==> src/design/stdr_pkg.sv <==
// Package of the scanline depth rasterizer: widths, codes, reset values,
// sequencer states and the control structs shared by the modules.
// Depends on nothing; every other file of the block imports it.
package stdr_pkg;

	// Defaults of the top-level parameters.
	localparam int MAX_LINE_PIXELS_DEF  = 2048;
	localparam int TRIANGLE_ID_BITS_DEF = 16;

	// Fixed field widths.
	localparam int COORD_W    = 32;
	localparam int LW_W       = 12;
	localparam int HS_W       = 31;
	localparam int CFG_IDX_W  = 4;
	localparam int CFG_DATA_W = 32;

	// Action codes of an input transaction.
	localparam logic [1:0] ACT_CLEAR = 2'd0;
	localparam logic [1:0] ACT_DRAW  = 2'd1;
	localparam logic [1:0] ACT_READ  = 2'd2;

	// Configuration register indexes.
	localparam logic [CFG_IDX_W-1:0] REG_LINE_WIDTH = 4'd0;
	localparam logic [CFG_IDX_W-1:0] REG_HALF_SCALE = 4'd1;

	// Register reset values.
	localparam logic [LW_W-1:0] LINE_WIDTH_RESET = 12'd1920;
	localparam logic [HS_W-1:0] HALF_SCALE_RESET = 31'd35389440;

	// Fixed-point constants.
	localparam logic signed [31:0] DEPTH_MAX = 32'sh7FFF_FFFF;
	localparam logic signed [32:0] ONE_Q16   = 33'sd65536;
	localparam logic [15:0]        ROUND_UP  = 16'hFFFF;

	// Shared divider geometry.
	localparam int DIV_DVD_W       = 64;
	localparam int DIV_DVS_W       = 33;
	localparam int DIV_Q_W         = 48;
	localparam int DIV_SHORT_STEPS = 31;
	localparam int DIV_LONG_STEPS  = 48;
	localparam int DIV_CNT_W       = 6;

	// Shared multiplier geometry.
	localparam int MUL_A_W = 33;
	localparam int MUL_B_W = 31;
	localparam int MUL_P_W = 64;

	// Width of a span end in Q32.16 pixel units.
	localparam int XW = 48;

	typedef struct packed {
		logic                 start;
		logic                 long_mode;
		logic [DIV_DVD_W-1:0] dividend;
		logic [DIV_DVS_W-1:0] divisor;
	} div_req_t;

	typedef struct packed {
		logic               done;
		logic [DIV_Q_W-1:0] quotient;
	} div_rsp_t;

	typedef struct packed {
		logic rd_en;
		logic wr_en;
	} mem_ctl_t;

	typedef enum logic [4:0] {
		ST_CLEAR,
		ST_IDLE,
		ST_RD_ADDR,
		ST_RD_DATA,
		ST_EDGE_SETUP,
		ST_EDGE_DIV,
		ST_EDGE_MX,
		ST_EDGE_MZ,
		ST_EDGE_END,
		ST_PAIR_SETUP,
		ST_DEPTH_START,
		ST_DEPTH_DIV,
		ST_XA_MUL,
		ST_XB_MUL,
		ST_XB_GET,
		ST_SPAN_SETUP,
		ST_SPAN_RANGE,
		ST_SPAN_NORM,
		ST_PIX_START,
		ST_PIX_DIV,
		ST_PIX_MUL,
		ST_PIX_Z,
		ST_PIX_WR,
		ST_PAIR_NEXT
	} state_t;

endpackage

==> src/design/stdr_div.sv <==
// Shared restoring divider of the rasterizer, one quotient bit per cycle.
// Short mode gives 31 quotient bits, long mode 48. Depends on stdr_pkg.
module stdr_div import stdr_pkg::*; (
	input  logic     clk,
	input  logic     arst_n,
	input  div_req_t req,
	output div_rsp_t rsp
);

	logic                 busy_q;
	logic                 done_q;
	logic [DIV_CNT_W-1:0] cnt_q;
	logic [DIV_DVS_W-1:0] rem_q;
	logic [DIV_Q_W-1:0]   sh_q;
	logic [DIV_Q_W-1:0]   quo_q;
	logic [DIV_DVS_W-1:0] dvs_q;

	logic [DIV_DVS_W:0]   trial;
	logic [DIV_DVS_W:0]   diff;
	logic                 fits;

	// One trial subtraction per step.
	always_comb begin
		trial = {rem_q, sh_q[DIV_Q_W-1]};
		diff  = trial - {1'b0, dvs_q};
		fits  = trial >= {1'b0, dvs_q};
	end

	// Step control.
	always_ff @(posedge clk or negedge arst_n) begin
		if (!arst_n) begin
			busy_q <= 1'b0;
			done_q <= 1'b0;
			cnt_q  <= '0;
		end else begin
			done_q <= 1'b0;
			if (req.start) begin
				busy_q <= 1'b1;
				cnt_q  <= req.long_mode ? DIV_CNT_W'(DIV_LONG_STEPS)
				                        : DIV_CNT_W'(DIV_SHORT_STEPS);
			end else if (busy_q) begin
				cnt_q <= cnt_q - 1'b1;
				if (cnt_q == DIV_CNT_W'(1)) begin
					busy_q <= 1'b0;
					done_q <= 1'b1;
				end
			end
		end
	end

	// Remainder, dividend shift register and quotient.
	always_ff @(posedge clk) begin
		if (req.start) begin
			dvs_q <= req.divisor;
			quo_q <= '0;
			if (req.long_mode) begin
				rem_q <= DIV_DVS_W'(req.dividend[DIV_DVD_W-1:DIV_LONG_STEPS]);
				sh_q  <= req.dividend[DIV_LONG_STEPS-1:0];
			end else begin
				rem_q <= req.dividend[DIV_DVD_W-1:DIV_SHORT_STEPS];
				sh_q  <= {req.dividend[DIV_SHORT_STEPS-1:0],
				          (DIV_Q_W - DIV_SHORT_STEPS)'(0)};
			end
		end else if (busy_q) begin
			rem_q <= fits ? diff[DIV_DVS_W-1:0] : trial[DIV_DVS_W-1:0];
			sh_q  <= {sh_q[DIV_Q_W-2:0], 1'b0};
			quo_q <= {quo_q[DIV_Q_W-2:0], fits};
		end
	end

	assign rsp.done     = done_q;
	assign rsp.quotient = quo_q;

endmodule

==> config.mk <==
export PLATFORM = sky130hd
export DESIGN_NAME = stdr_div
export DESIGN_NICKNAME = d
export VERILOG_FILES = /design/src/design/stdr_pkg.sv /design/src/design/stdr_div.sv
export SDC_FILE = /design/constraint.sdc
export NUM_CORES = 1
export LEC_CHECK = 0
export CORE_MARGIN = 2
export CORE_UTILIZATION = 40
export DETAILED_ROUTE_END_ITERATION = 10
export DONT_BUFFER_PORTS = 1
export GPL_TIMING_DRIVEN = 0
export PLACE_DENSITY = 0.59
export SYNTH_ARGS = -nofsm -noshare
export SYNTH_HDL_FRONTEND = slang
export SYNTH_SLANG_ARGS = --single-unit
==> constraint.sdc <==
create_clock -name clk -period 4.21 [get_ports clk]
set_clock_uncertainty 0.15 [all_clocks]
set_input_delay 0.2105 -clock clk [delete_from_list [all_inputs] [get_ports clk]]
set_output_delay 0.2105 -clock clk [all_outputs]
set_load 0.01 [all_outputs]
==> run metrics, run 1 <==
Die Wd=155 um; Final Critical Period=4.02 ns; drt drc=0; DP Cell Count=1176; gp weighted congestion=0.910; RSZ-0062 raised after global routing=false; net load switching power=2.42 mW; worst-path cell chain=inv_1 -> ha_1 -> inv_1 -> fa_1 -> a21o_1 -> a221oi_2 -> o31ai_2 -> a211oi_2 -> nor3_2 -> or2_1 -> buf_2 -> buf_4 -> mux2i_1 -> o21ai_0; R2R depth=14; complex-gate fraction of the synthesized area=15.9%; Slew @ Worst Pin=0.899 ns; Via Count=7383; worst hold path type=input port to register; first-pass GRT wire length=41000 um; hold_sp=req[82]; clk_lat worst skew=0.45 ns; leakage power=4.83 nW; number of filler cells placed in the layout=2079; initial antenna violation count=3; final period utilization=95.5%; met3 usage in global routing=5.10%; Most used DFF post-synth=edfxtp_1; r2r startpoint=sh_q[47]; Clock Sinks=170; WS Path Type=register to register; Final Hold Vio Count=0; Comb power frac=38.3%; WP data required=4.21 ns; Place WS=0.250 ns; Worst setup EP type=register; M1 GR Usage=30.0%; die area=0.0240 sq mm; met2 Track Usage GR=34.7%; #FFs+latches synth=170; Clock Tree Root=clkbuf_16; crit path DAT=4.02 ns; post-synthesis cell area=0.00912 sq mm; Mean Syn Cell Area=10.2 sq um; area of the multi-input gates=0.00415 sq mm; CTS tree=yes; Port Buf Inserts=0; vias per cell=5.61; vias in the first global route=7355; mux cell area share after synthesis=10.4%; IO Count=150; post-synthesis adder-cell area fraction=5.02%; max_slew headroom=39.8%; Post-Synthesis Cells=890; WL per Instance=20.0 um; core area=0.0225 sq mm; commonest non-fill, non-tap cell in the layout=edfxtp_1; switch share=38.5%; Initial Utilization=40.5%; clock power share=26.2%; R2R Setup Slk=0.19 ns; gr usage total=22.1%; Yosys top cell by area=edfxtp_1; hold path endpoint=rem_q[1]; FP Rows=55; worst setup margin=0.188 ns; Distinct cells, synth=58; initial DRC count=575; Critical Path Fanout Max=10; run status=completed; DR pass1 iterations=6; Ys Warns=0; r2r endpoint=rem_q[20]; Finished Layout Cells=1316; Slew Viols, Final=0; Synth top area share=37.5%; register area=0.00458 sq mm; post-synthesis sequential area ratio=50.3%; internal power=3.87 mW; Min Hold Slack=0.0128 ns; CP most frequent cell=inv_1; Routed WL=26300 um; Area Overhead vs Synth=22.8%; share of synthesized registers carrying an async set or reset=4.71%; largest family of logic cells by synthesized area=compound AO/OA/AOI/OAI gates; largest net degree at the start of global routing=59; CTS buffer count=17; gr busiest metal=met2; most frequent cells in the layout=edfxtp_1, nor2_1, dlygate4sd3_1; Hold Path Depth=3; Pwr Density=562 mW/mm^2; # Post-CTS Setup Buffers=0; maximum clock rate=0.249 GHz; Worst-path clk slew=0.08 ns; slowest stage cell on the critical path=a211oi_2; post-route setup TNS=0 ns; crit path launch type=register; post-DP HPWL=18600 um; setup violators final=0; Worst VDD drop=0.000292 V; Congestion Overflow GR=0; Seq pwr share=35.5%; Synth Area in XOR/XNOR=2.59%; remaining antenna violation count=0; Synth area leaders=edfxtp_1, dfxtp_1, mux2i_1; Max stage delay on crit path=0.52 ns; share of cells above drive strength 1=4.96%; Final #Nets=1153; Post-Synth Simple-Gate Area=11.7%; Die H=155 um; number of synthesized flops with an enable pin=114; H-tree Lvls=4; max-cap violations=0; syn nets=1027; Bufs on Longest Clock Path=2
-- critical path: cells and delay by family (launching register included) --
kind | cells | cell delay, ns
buffers and inverters | 4 | 0.56
muxes | 1 | 0.20
adders and majority gates | 2 | 0.57
DFF | 1 | 0.37
AOI/OAI and AO/OA | 5 | 1.45
and+or+nand+nor | 2 | 0.41
-- Yosys cell counts (2+ instances only) --
cell / number
a2111oi_0: 4
a211oi_1: 17
a21bo_2: 2
a21o_1: 21
a21oi_1: 85
a22o_1: 16
a31oi_1: 16
and2_1: 13
and3_1: 5
buf_1: 15
buf_2: 4
buf_4: 2
clkbuf_1: 29
dfrtp_1: 8
dfxtp_1: 48
edfxtp_1: 114
ha_1: 35
inv_1: 48
mux2_2: 3
mux2i_1: 91
nand2_1: 63
nand3_1: 13
nand3b_1: 2
nand4_1: 13
nor2_1: 110
nor3_1: 6
nor3b_1: 2
nor4_1: 2
o2111ai_1: 2
o211ai_1: 5
o21a_1: 6
o21ai_0: 25
o21bai_1: 7
o31ai_1: 6
or3_1: 4
xnor2_1: 16
xor2_1: 11
-- timing repair --
item / 4_1_cts / 5_1_grt
gates resized for setup: 0 / 2
endpoints found under the hold margin: 149 / 1
endpoints found under the setup margin: 0 / 9
hold buffers: 105 / 1
-- layer usage --
metal / routed length [um] / part of all wire, %
met2: 12000 / 46
met3: 1980 / 7.5
met4: 639 / 2.4
met1: 11600 / 44
met5: 0 / 0
-- metrics by stage --
stage | cell area (sq um) | utilization (%) | power [mW]
finish | 11200 | 49.8 | 6.29
global route | 11200 | 49.7 | 6.69
CTS | 11200 | 49.7 | 6.28
detailed placement | 9510 | 42.2 | 4.52
global placement | 9480 | 42.1 | 4.50
floorplan | 9120 | - | 3.98
-- kinds of logic (layout without fill, tap and decap cells) --
group,after synthesis,in the layout
adder cells (fa/ha/maj),36,36
AND/OR/NAND/NOR,240,240
other,0,2
XOR/XNOR,27,27
multiplexers,94,94
flip-flops,170,170
AO/OA/AOI/OAI,225,225
buffers and inverters,98,237
-- state kept, by name, summed over array words and instances (netlist names) --
name    cells
quo_q      48
rem_q      33
cnt_q       6
sh_q       48
done_q      1
dvs_q      33
busy_q      1
-- layout make-up --
class / count / area share, %
inverter: 48 / 1.63
sequential: 170 / 40.9
clock inverter: 15 / 1.69
tap: 285 / 3.18
clock buffer: 17 / 3.80
timing repair buffer: 107 / 9.81
buffer: 50 / 1.80
antenna: 2 / 0.0447
multi-input combinational: 622 / 37.1
-- power by group through the flow --
stage / logic (mW) / registers, mW / clock network [mW]
2_1_floorplan: 1.77 / 2.21 / 0
3_3_place_gp: 2.23 / 2.26 / 0
3_5_place_dp: 2.25 / 2.27 / 0
4_1_cts: 2.37 / 2.23 / 1.68
5_1_grt: 2.68 / 2.26 / 1.74
6_report: 2.41 / 2.24 / 1.65
-- how the worst max path moves through the flow --
stage | from | to | slack (ns) | cells after the start
2_1_floorplan | busy_q | rem_q[0] | 0.91 | 4
3_3_place_gp | busy_q | rem_q[10] | -0.33 | 4
6_report | sh_q[47] | rem_q[20] | 0.19 | 14
4_1_cts | sh_q[47] | rem_q[6] | 0.19 | 13
5_1_grt | sh_q[47] | rem_q[20] | 0.05 | 14
3_5_place_dp | sh_q[47] | rem_q[6] | 0.25 | 13
No activity file was read; power rests on OpenSTA's default activity.
==> run 2: changes to the inputs <==
Settings changed: CORE_MARGIN 2 to 1.
Clock period 4.21 ns to 5.18 ns, I/O delays scaled along.
==> run metrics, run 2 (synthesis gave the netlist of run 1 again) <==
run status=completed; Initial Utilization=41.3% (+0.75 points); Die Wd=153 um (-1.3%); die area=0.0234 sq mm (-2.6%); Final Critical Period=4.01 ns (-0.0107 ns); final period utilization=77.4% (-18 points); CTS buffer count=17 (unchanged); number of filler cells placed in the layout=2021 (-2.8%); WP data required=5.30 ns (+1.09 ns); hold_buf cts=96 (-8.6%); Clock Sinks=170 (unchanged); share of cells above drive strength 1=4.91% (-0.049 points); commonest non-fill, non-tap cell in the layout=edfxtp_1; # Post-CTS Setup Buffers=0 (unchanged); Slew Viols, Final=0 (unchanged); placed cell areas=0.00950 sq mm (about the same); max-cap violations=0 (unchanged); Via Count=7246 (-1.9%); first-pass GRT wire length=41000 um (about the same); Design Area, Final=0.0111 sq mm (-1.1%); Top Registers=quo_q: 48 flops, sh_q: 48 flops; core area=0.0221 sq mm (-1.8%); Congestion Overflow GR=0 (unchanged); net load switching power=1.93 mW (-20%); remaining antenna violation count=0 (unchanged); Bufs on Longest Clock Path=2 (unchanged); Final #Nets=1143 (-0.87%); IO Count=150 (unchanged); Pwr Density=457 mW/mm^2 (-19%); crit path launch type=register; Routed WL=26100 um (-0.58%); crit path DAT=4.14 ns (+0.12 ns); H-tree Lvls=4 (unchanged); initial antenna violation count=2 (-1); Place WS=1.25 ns (+1.00 ns); worst setup margin=1.17 ns (+0.981 ns); Clock Tree Root=clkbuf_16; RSZ-0062 raised after global routing=false; top layer in use=met5; largest net degree at the start of global routing=56 (-5.1%); drt drc=0 (unchanged); setup violators final=0 (unchanged); Worst VDD drop=0.000252 V (-13%); clk_lat worst skew=0.44 ns (about the same); maximum clock rate=0.249 GHz (+0.27%); vias in the first global route=7229 (-1.7%); WS Path Type=register to register; post-route setup TNS=0 ns (unchanged); initial DRC count=485 (-16%); DP Cell Count=1171 (-0.43%); internal power=3.13 mW (-19%); Slew @ Worst Pin=0.885 ns (-0.0146 ns); most frequent cells in the layout=edfxtp_1, nor2_1, dlygate4sd3_1; Critical Path Fanout Max=10 (unchanged); Finished Layout Cells=1300 (-1.2%); Seq pwr share=35.8% (+0.3 points); Worst setup EP type=register; Worst-path clk slew=0.08 ns (about the same); Port Buf Inserts=0 (unchanged); DR pass1 iterations=5 (-1); Final Hold Vio Count=0 (unchanged); post-DP HPWL=18500 um (-0.46%); final core occ=50.1% (+0.36 points); FP Rows=54 (-1.8%); clock power share=25.8% (-0.4 points); CTS tree=yes; worst hold path type=input port to register; vias per cell=5.57 (-0.65%); WL per Instance=20.1 um (+0.65%); DR WL met3=1990 um (+0.40%); routed wl met2=11900 um (-1.3%); gp weighted congestion=0.898 (-1.4%); max_slew headroom=41.0% (+1.2 points); gr usage total=22.7% (+0.67 points); M1 WL=11600 um (+0.15%); Comb power frac=38.4% (about the same); leakage power=4.78 nW (-1.1%); switch share=38.2% (-0.28 points); Area Overhead vs Synth=21.4%; Die H=153 um (-1.3%); post_cts resized=0 (unchanged)
## run 2: changes by cell type in the layout (fill, tap and decap cells not counted), moves of 2 or more
cell,change
dlygate4sd3_1,-10
inv_6,+3
inv_12,-2
inv_8,-2
## run 2: worst max-delay path: stages (launching register included)
cell and delay [ns]:
edfxtp_1 0.37, inv_1 0.10, ha_1 0.17, inv_1 0.06, fa_1 0.40, a21o_1 0.22, a221oi_2 0.38, o31ai_2 0.17
a211oi_2 0.50, nor3_2 0.16, nor2_1 0.29, clkbuf_1 0.56, nand2_1 0.12, a31oi_1 0.20
## run 2: final cells by class
| cell class | count | area (sq um) | area share, % |
|---|---|---|---|
| Multi-Input combinational cell | 622 | 4150 | 37.5 |
| Timing Repair Buffer | 97 | 998 | 9.02 |
| Clock inverter | 15 | 174 | 1.57 |
| Clock buffer | 17 | 425 | 3.84 |
| Inverter | 48 | 183 | 1.65 |
| Antenna cell | 1 | 2.50 | 0.0226 |
| Sequential cell | 170 | 4580 | 41.4 |
| Tap cell | 280 | 350 | 3.16 |
| Buffer | 50 | 200 | 1.81 |
## run 2: stage by stage
stage / power, mW / hold slack [ns]
after floorplan: 3.23 / -0.187
after global placement: 3.66 / -0.186
after detailed placement: 3.68 / -0.186
after CTS: 5.07 / 0.000759
after global routing: 5.38 / 0.00628
final: 5.06 / 0.0147
## run 2: power by group through the flow
stage	sequential [mW]	combinational [mW]	clock, mW
6_report	1.81	1.94	1.30
5_1_grt	1.84	2.15	1.39
4_1_cts	1.81	1.93	1.33
3_5_place_dp	1.84	1.84	0
3_3_place_gp	1.84	1.82	0
2_1_floorplan	1.79	1.44	0
## run 2: worst paths after layout
| check | depth (start not counted) | slack [ns] | start | to |
|---|---|---|---|---|
| worst min-delay path | 2 | 0.01 | req[56] | sh_q[23] |
| worst min register to register | 1 | 0.40 | sh_q[13] | sh_q[14] |
| max in group asynchronous | 1 | 4.53 | arst_n | busy_q |
| worst max register to register | 13 | 1.17 | sh_q[47] | rem_q[10] |
| worst max-delay path | 13 | 1.17 | sh_q[47] | rem_q[10] |
| min in group asynchronous | 1 | 0.04 | arst_n | done_q |
## run 2: per-layer routing
layer  up-vias  GRT usage [%]
met3        47           6.10
met4         2           7.22
li1       3482              -
met5         -              0
met1      3434           29.7
met2       281           36.6
